`src/design/ovn_pkg.sv`:
```
// ============================================================================
// ovn_pkg
// Shared constants, types and register codes for the octave value noise core.
// ============================================================================
package ovn_pkg;

    localparam int SIDE        = 64;
    localparam int POS_W       = $clog2(SIDE);
    localparam int ADDR_W      = 2 * POS_W;
    localparam int MAX_OCT     = 7;
    localparam int OCT_W       = 3;
    localparam int SEED_W      = 16;
    localparam int BIAS_W      = 16;
    localparam int WEIGHT_W    = 32;
    localparam int NUM_W       = 51;   // 7 * 65535 * (2^32-1) fits
    localparam int DEN_W       = 35;
    localparam int PADDR_W     = 3;

    localparam logic [PADDR_W-1:0] REG_OCTAVE_COUNT = 3'd0;
    localparam logic [PADDR_W-1:0] REG_BIAS         = 3'd4;

    localparam logic ACT_WRITE = 1'b0;
    localparam logic ACT_QUERY = 1'b1;

    // Datapath commands issued by the controller.
    typedef struct packed {
        logic load;        // capture request, start octave 0
        logic seed_wr;     // write seed into grid
        logic rd_issue;    // present corner read address
        logic [1:0] corner;
        logic rd_capture;  // latch read data of previous corner
        logic blend_row;   // row blends
        logic blend_col;   // column blend
        logic acc;         // accumulate octave
        logic wdiv_start;  // start weight division
        logic wdiv_step;
        logic next_oct;
        logic ndiv_start;  // start final division
        logic ndiv_step;
        logic result_load;
    } ovn_cmd_t;

    typedef struct packed {
        logic is_query;
        logic last_oct;
        logic wdiv_done;
        logic ndiv_done;
    } ovn_status_t;

endpackage

```
`src/design/ovn_ctrl.sv`:
```
// ============================================================================
// ovn_ctrl
// Sequencer: per octave four corner reads, two blend steps, accumulate and,
// all but last, bit-serial weight division; then bit-serial normalization.
// ============================================================================
module ovn_ctrl
    import ovn_pkg::*;
(
    input  logic        clk,
    input  logic        rst_n,
    input  logic        req_valid,
    output logic        req_ready,
    output logic        res_valid,
    input  logic        res_ready,
    input  ovn_status_t status,
    output ovn_cmd_t    cmd
);

    localparam logic [3:0] S_IDLE = 4'd0;
    localparam logic [3:0] S_RD0  = 4'd1;
    localparam logic [3:0] S_RD1  = 4'd2;
    localparam logic [3:0] S_RD2  = 4'd3;
    localparam logic [3:0] S_RD3  = 4'd4;
    localparam logic [3:0] S_CAP  = 4'd5;
    localparam logic [3:0] S_ROW  = 4'd6;
    localparam logic [3:0] S_COL  = 4'd7;
    localparam logic [3:0] S_ACC  = 4'd8;
    localparam logic [3:0] S_WDIV = 4'd9;
    localparam logic [3:0] S_NDIV = 4'd10;
    localparam logic [3:0] S_OUT  = 4'd11;
    localparam logic [3:0] S_WRT  = 4'd12;

    logic [3:0] state_reg, state_next;
    logic       res_valid_reg, res_valid_next;

    assign res_valid = res_valid_reg;
    // A new request may enter while the previous result waits, as long as
    // it cannot overwrite it before delivery.
    assign req_ready = (state_reg == S_IDLE);

    always_comb
    begin
        cmd            = '0;
        state_next     = state_reg;
        res_valid_next = res_valid_reg;
        if (res_valid_reg && res_ready)
            res_valid_next = 1'b0;
        unique case (state_reg)
            S_IDLE:
            begin
                if (req_valid)
                begin
                    cmd.load   = 1'b1;
                    state_next = S_WRT;
                end
            end
            S_WRT:
            begin
                if (status.is_query)
                begin
                    cmd.rd_issue = 1'b1;
                    cmd.corner   = 2'd0;
                    state_next   = S_RD1;
                end
                else
                begin
                    cmd.seed_wr = 1'b1;
                    state_next  = S_IDLE;
                end
            end
            S_RD0:
            begin
                cmd.rd_issue = 1'b1;
                cmd.corner   = 2'd0;
                state_next   = S_RD1;
            end
            S_RD1:
            begin
                cmd.rd_issue   = 1'b1;
                cmd.corner     = 2'd1;
                cmd.rd_capture = 1'b1;
                state_next     = S_RD2;
            end
            S_RD2:
            begin
                cmd.rd_issue   = 1'b1;
                cmd.corner     = 2'd2;
                cmd.rd_capture = 1'b1;
                state_next     = S_RD3;
            end
            S_RD3:
            begin
                cmd.rd_issue   = 1'b1;
                cmd.corner     = 2'd3;
                cmd.rd_capture = 1'b1;
                state_next     = S_CAP;
            end
            S_CAP:
            begin
                cmd.rd_capture = 1'b1;
                state_next     = S_ROW;
            end
            S_ROW:
            begin
                cmd.blend_row  = 1'b1;
                state_next     = S_COL;
            end
            S_COL:
            begin
                cmd.blend_col = 1'b1;
                state_next    = S_ACC;
            end
            S_ACC:
            begin
                cmd.acc = 1'b1;
                if (status.last_oct)
                begin
                    cmd.ndiv_start = 1'b1;
                    state_next     = S_NDIV;
                end
                else
                begin
                    cmd.wdiv_start = 1'b1;
                    state_next     = S_WDIV;
                end
            end
            S_WDIV:
            begin
                cmd.wdiv_step = 1'b1;
                if (status.wdiv_done)
                begin
                    cmd.next_oct = 1'b1;
                    state_next   = S_RD0;
                end
            end
            S_NDIV:
            begin
                cmd.ndiv_step = 1'b1;
                if (status.ndiv_done)
                    state_next = S_OUT;
            end
            S_OUT:
            begin
                if (!res_valid_reg || res_ready)
                begin
                    cmd.result_load = 1'b1;
                    res_valid_next  = 1'b1;
                    state_next      = S_IDLE;
                end
            end
            default: state_next = S_IDLE;
        endcase
    end

    always_ff @(posedge clk or negedge rst_n)
    begin
        if (!rst_n)
        begin
            state_reg     <= S_IDLE;
            res_valid_reg <= 1'b0;
        end
        else
        begin
            state_reg     <= state_next;
            res_valid_reg <= res_valid_next;
        end
    end

endmodule

```
`config.mk`:
```
export PLATFORM = sky130hd
export DESIGN_NAME = ovn_ctrl
export DESIGN_NICKNAME = d
export VERILOG_FILES = /design/src/design/ovn_pkg.sv /design/src/design/ovn_ctrl.sv
export SDC_FILE = /design/constraint.sdc
export NUM_CORES = 1
export LEC_CHECK = 0
export ABC_AREA = 1
export BUFFER_PORTS_ARGS = -buffer_cell sky130_fd_sc_hd__buf_2
export CAP_MARGIN = 40
export CORE_AREA = 2 2 39 41
export DETAILED_ROUTE_END_ITERATION = 6
export DIE_AREA = 0 0 41 43
export PLACE_DENSITY = 0.67
export SYNTH_ARGS = -nofsm -noshare
export SYNTH_HDL_FRONTEND = slang
export SYNTH_SLANG_ARGS = --single-unit
```
`constraint.sdc`:
```
create_clock -name clk -period 1.94 [get_ports clk]
set_input_delay 0.388 -clock clk [delete_from_list [all_inputs] [get_ports clk]]
set_output_delay 0.388 -clock clk [all_outputs]
set_load 0.005 [all_outputs]
```
---- After elaboration in Yosys (flattened, before gate mapping) ----
Cells that the tools add are included.
cells by class
  equal/unequal tests ..................... 16
  muxes and demuxes ....................... 28
  reductions and logical operators ........ 6
operators with widths
  operator                                             number
  case mux 4 bit (13 select lines)                     1
  equality test 4 bit, second input constant           5
  2-to-1 mux 1 bit                                     17
  equality test 4 x 3 -> 1 bit, second input constant  4
  2-to-1 mux 4 bit                                     4
  case mux 3 bit (5 select lines)                      1
  equality test 4 x 2 -> 1 bit, second input constant  2
  2-to-1 mux 2 bit                                     4
  != test 2 bit, second input constant                 4
  equality test 4 x 1 -> 1 bit, second input constant  1
  zero test 4 bit                                      1
  AND reduction 4 bit                                  1
  OR reduction 4 bit                                   1
  2-to-1 mux 3 bit                                     1
  logical AND 1 bit                                    1
  zero test 1 bit                                      1
  logical OR 1 bit                                     1
word-level totals
  flip-flop bits (word level) ............. 5
  logic and storage cells ................. 52
  input port bits ......................... 8
  output and inout port bits .............. 17

---- Logic depth before layout (Yosys ltp) ----
  depth after elaboration ................. 4
  gate-level depth with buffers ........... 8
  depth with buffers taken out ............ 8

---- Least setup slack after synthesis ----
OpenSTA, ideal clock, no wires.
  kind .................................... register to output
  from .................................... reg state_reg[1]
  to ...................................... out cmd[13] (netlist bit)
  required time ........................... 1552 ps
  data arrival time ....................... 938 ps
  stages on the path, launching flop included .. 5
  path buffers ............................ 1
  slack ................................... 614 ps
  cells stage by stage .................... dfrtp_1 > buf_2 > nor2_2 > inv_2 > nor4_1
RTL lines
  element                   RTL line         source
  start: declaration        ovn_ctrl.sv:33   logic [3:0] state_reg, state_next;
  start signal: assignment  ovn_ctrl.sv:164  state_reg <= state_next;
  end: declaration          ovn_ctrl.sv:16   output ovn_cmd_t cmd

==> reports/summary.txt <==
Status: completed
DR DRC count: 0
Crit Path Class: reg -> out
Min-delay src: res_ready
F_max: 567 MHz
Crit. End Element: output pin
Critical R2R Launch: state_reg[3]
CP Cell Sequence: inv_2, nand2_1, nor2_1, nor2_1, nand3_1, buf_2
Setup-failing EPs final: 0
Crit-path leading delay family: flip-flops
Final wirelength: 1.26 mm
Most common cell after layout, fill and taps aside: buf_2
Top cells by area, synth: dfrtp_1 (26%), nand2_1 (15%), nor2_1 (13%), inv_1 (11%), nand3_1 (8.4%)
Via density: 4.62
1st-iter DRT viols: 17
Post-Synth Simple-Gate Area: 48.6%
Crit start category: flip-flop
Slew headroom: 83.3%
DR vias: 596
FF-to-FF setup slack: 0.62 ns
Min Tclk post-route: 1.76 ns
Most frequent cells in the layout: buf_2 (24), nand2_1 (19), nor2_1 (15)
Worst vdd ir: 0.000707 V
Initial core utilization: 34.6%
Syn Area/Cell: 5.64 um2
Library cells used by synthesis: 17
Die Ht: 43 um
RSZ-0062 raised after global routing: no
PwrDens: 1530 nW/um2
Hold EP: res_valid
Drt pass-1 iters: 2
Die width: 41 um
FILL cells: 152
Syn Inst Count: 85
Critical path's most frequent cell: nor2_1
PortBufs: 24
Share of cells above drive strength 1: 33.6%
Yosys warns: 0
Clk_skew: 0.00205 ns
XOR/XNOR Fraction of Synth Area: 0%
# clock sinks: 5
GPL Wtd Cong: 0.778
Post-synth top area cell: dfrtp_1
Final net count: 122
Largest net degree at the start of global routing: 10
Compound-Gate Fraction of Synth Area: 10.2%
Post-DRT Antenna Nets: 0
Hold Violations, Final: 0
Total CTS buffers: 3
Final Slew Violations: 0
Adder-Cell Fraction of Synth Area: 0%
Row Count: 14
Final Cell Area: 653 um2
Setup TNS Final: 0 ns
Critical path's slowest cell: dfrtp_1
Hold Path Class: in -> reg
DP Area: 614 um2
Clk slew on worst S/H paths: 0.04 ns
Worst skew pair latency: 0.24 ns
Max FFs per register: 4
Initial antenna violation count: 0
Total GRT Usage: 16.1%
Critical Path Fanout Max: 6
IO Pins: 25
Post-route clock period utilization: 90.9%
Max incr delay on CP: 0.47 ns
Clock Path Buffers: 2
Detailed placement HPWL: 1.06 mm
Leakage power: 0.000428 uW
Slew @ Worst Pin: 0.250 ns
Reg-to-Reg End: state_reg[2]
Post-Route Utilization: 47.2%
CP Buf/Inv Count: 2
Area Growth Syn to Fin: 36.3%
Post-synthesis mux area share: 0%
CTS tree: yes
Seq/Total Area, Yosys: 26.1%
Worst R2R Path Depth: 6
Hold Crit Depth: 2
Die area: 1760 um2
Largest family of logic cells by synthesized area: simple AND/OR/NAND/NOR gates
Global-route wire length before repair: 1.98 mm
# H-tree levels: 1
CTS root buf: clkbuf_4
Register bit total from synthesis: 5
Syn nets: 93
Mapped cell area: 479 um2
Max Cap Viol: 0
Gr ovfl total: 0
Post-CTS Setup Bufs: 0
Core footprint: 1380 um2
Critical Path AT: 1.37 ns
Vias in the first global route: 535
Synth top area share: 26.1%
# diodes: 0
Routed len/inst: 9.74 um
CP Data Required Time: 1.55 ns
==> stage by stage <==
stage	hold slack [ns]	setup WS (ns)	cells	total power (uW)
final	0.363	0.177	129	997
after global routing	0.354	0.0752	129	1120
after CTS	0.360	0.114	129	1000
after detailed placement	0.203	0.369	124	875
after global placement	0.208	0.393	124	869
after floorplan	0.0924	0.614	85	663
==> power breakdown <==
| group | leakage (uW) | internal [uW] | switching, uW |
|---|---|---|---|
| logic | 0.000349 | 254 | 396 |
| registers | 0.0000639 | 152 | 78.0 |
| clock network | 0.0000150 | 77.5 | 39.1 |
| total | 0.000428 | 484 | 514 |
==> logic make-up (layout without fill, tap and decap cells) <==
| group | count (synthesis) | count (layout) |
|---|---|---|
| compound gates | 8 | 8 |
| buf+inv | 19 | 47 |
| flops | 5 | 5 |
| simple gates | 53 | 53 |
==> worst reg2reg max path, cell delays in order, from the launching register on <==
cell and delay [ns]:
dfrtp_1 0.47, inv_2 0.09, nor2_2 0.20, nand3_1 0.13
nand2_2 0.12, nor2_2 0.05, and2_1 0.15
==> area by class of cell <==
class                   instances  area, um2  share of cell area, %
well taps                      16       20.0                   3.07
clock buffers                   4       26.3                   4.02
multi-input cells              61        284                   43.5
inverters                      18       67.6                   10.3
flip-flops and latches          5        125                   19.2
repair buffers                 25        130                   19.9
==> synth_stat cells <==
cell type / instances
and2_1: 1
buf_2: 1
dfrtp_1: 5
inv_1: 14
inv_2: 4
nand2_1: 19
nand2_2: 3
nand3_1: 8
nand4_1: 1
nor2_1: 16
nor2_2: 3
nor3_1: 1
nor4_1: 1
o211ai_1: 2
o21ai_0: 4
o21bai_1: 1
o22ai_1: 1
==> timing repair <==
item	CTS	global route
endpoints found under the hold margin	5	0
setup endpoints to repair	0	3
hold buffers	1	0
resized for setup	0	1
==> how the worst max path moves through the flow <==
stage | depth (start not counted) | endpoint | slack [ns] | startpoint
detailed placement | 6 | cmd[12] | 0.37 | state_reg[3]
finish | 6 | cmd[12] | 0.18 | state_reg[3]
global route | 6 | cmd[12] | 0.08 | state_reg[1]
floorplan | 4 | cmd[13] | 0.61 | state_reg[1]
CTS | 6 | cmd[12] | 0.11 | state_reg[3]
global placement | 6 | cmd[12] | 0.39 | state_reg[3]
==> routing by layer <==
metal  part of all wire (%)  track usage [%]  wire, um  vias up
met5                      0                0         0        -
met4                    1.1             8.00        14        0
met3                    4.5             1.57        57        2
met2                     46             25.9       575       19
met1                     48             20.0       608      256
li1                       -                -         -      319
No activity file was read; power rests on OpenSTA's default activity.
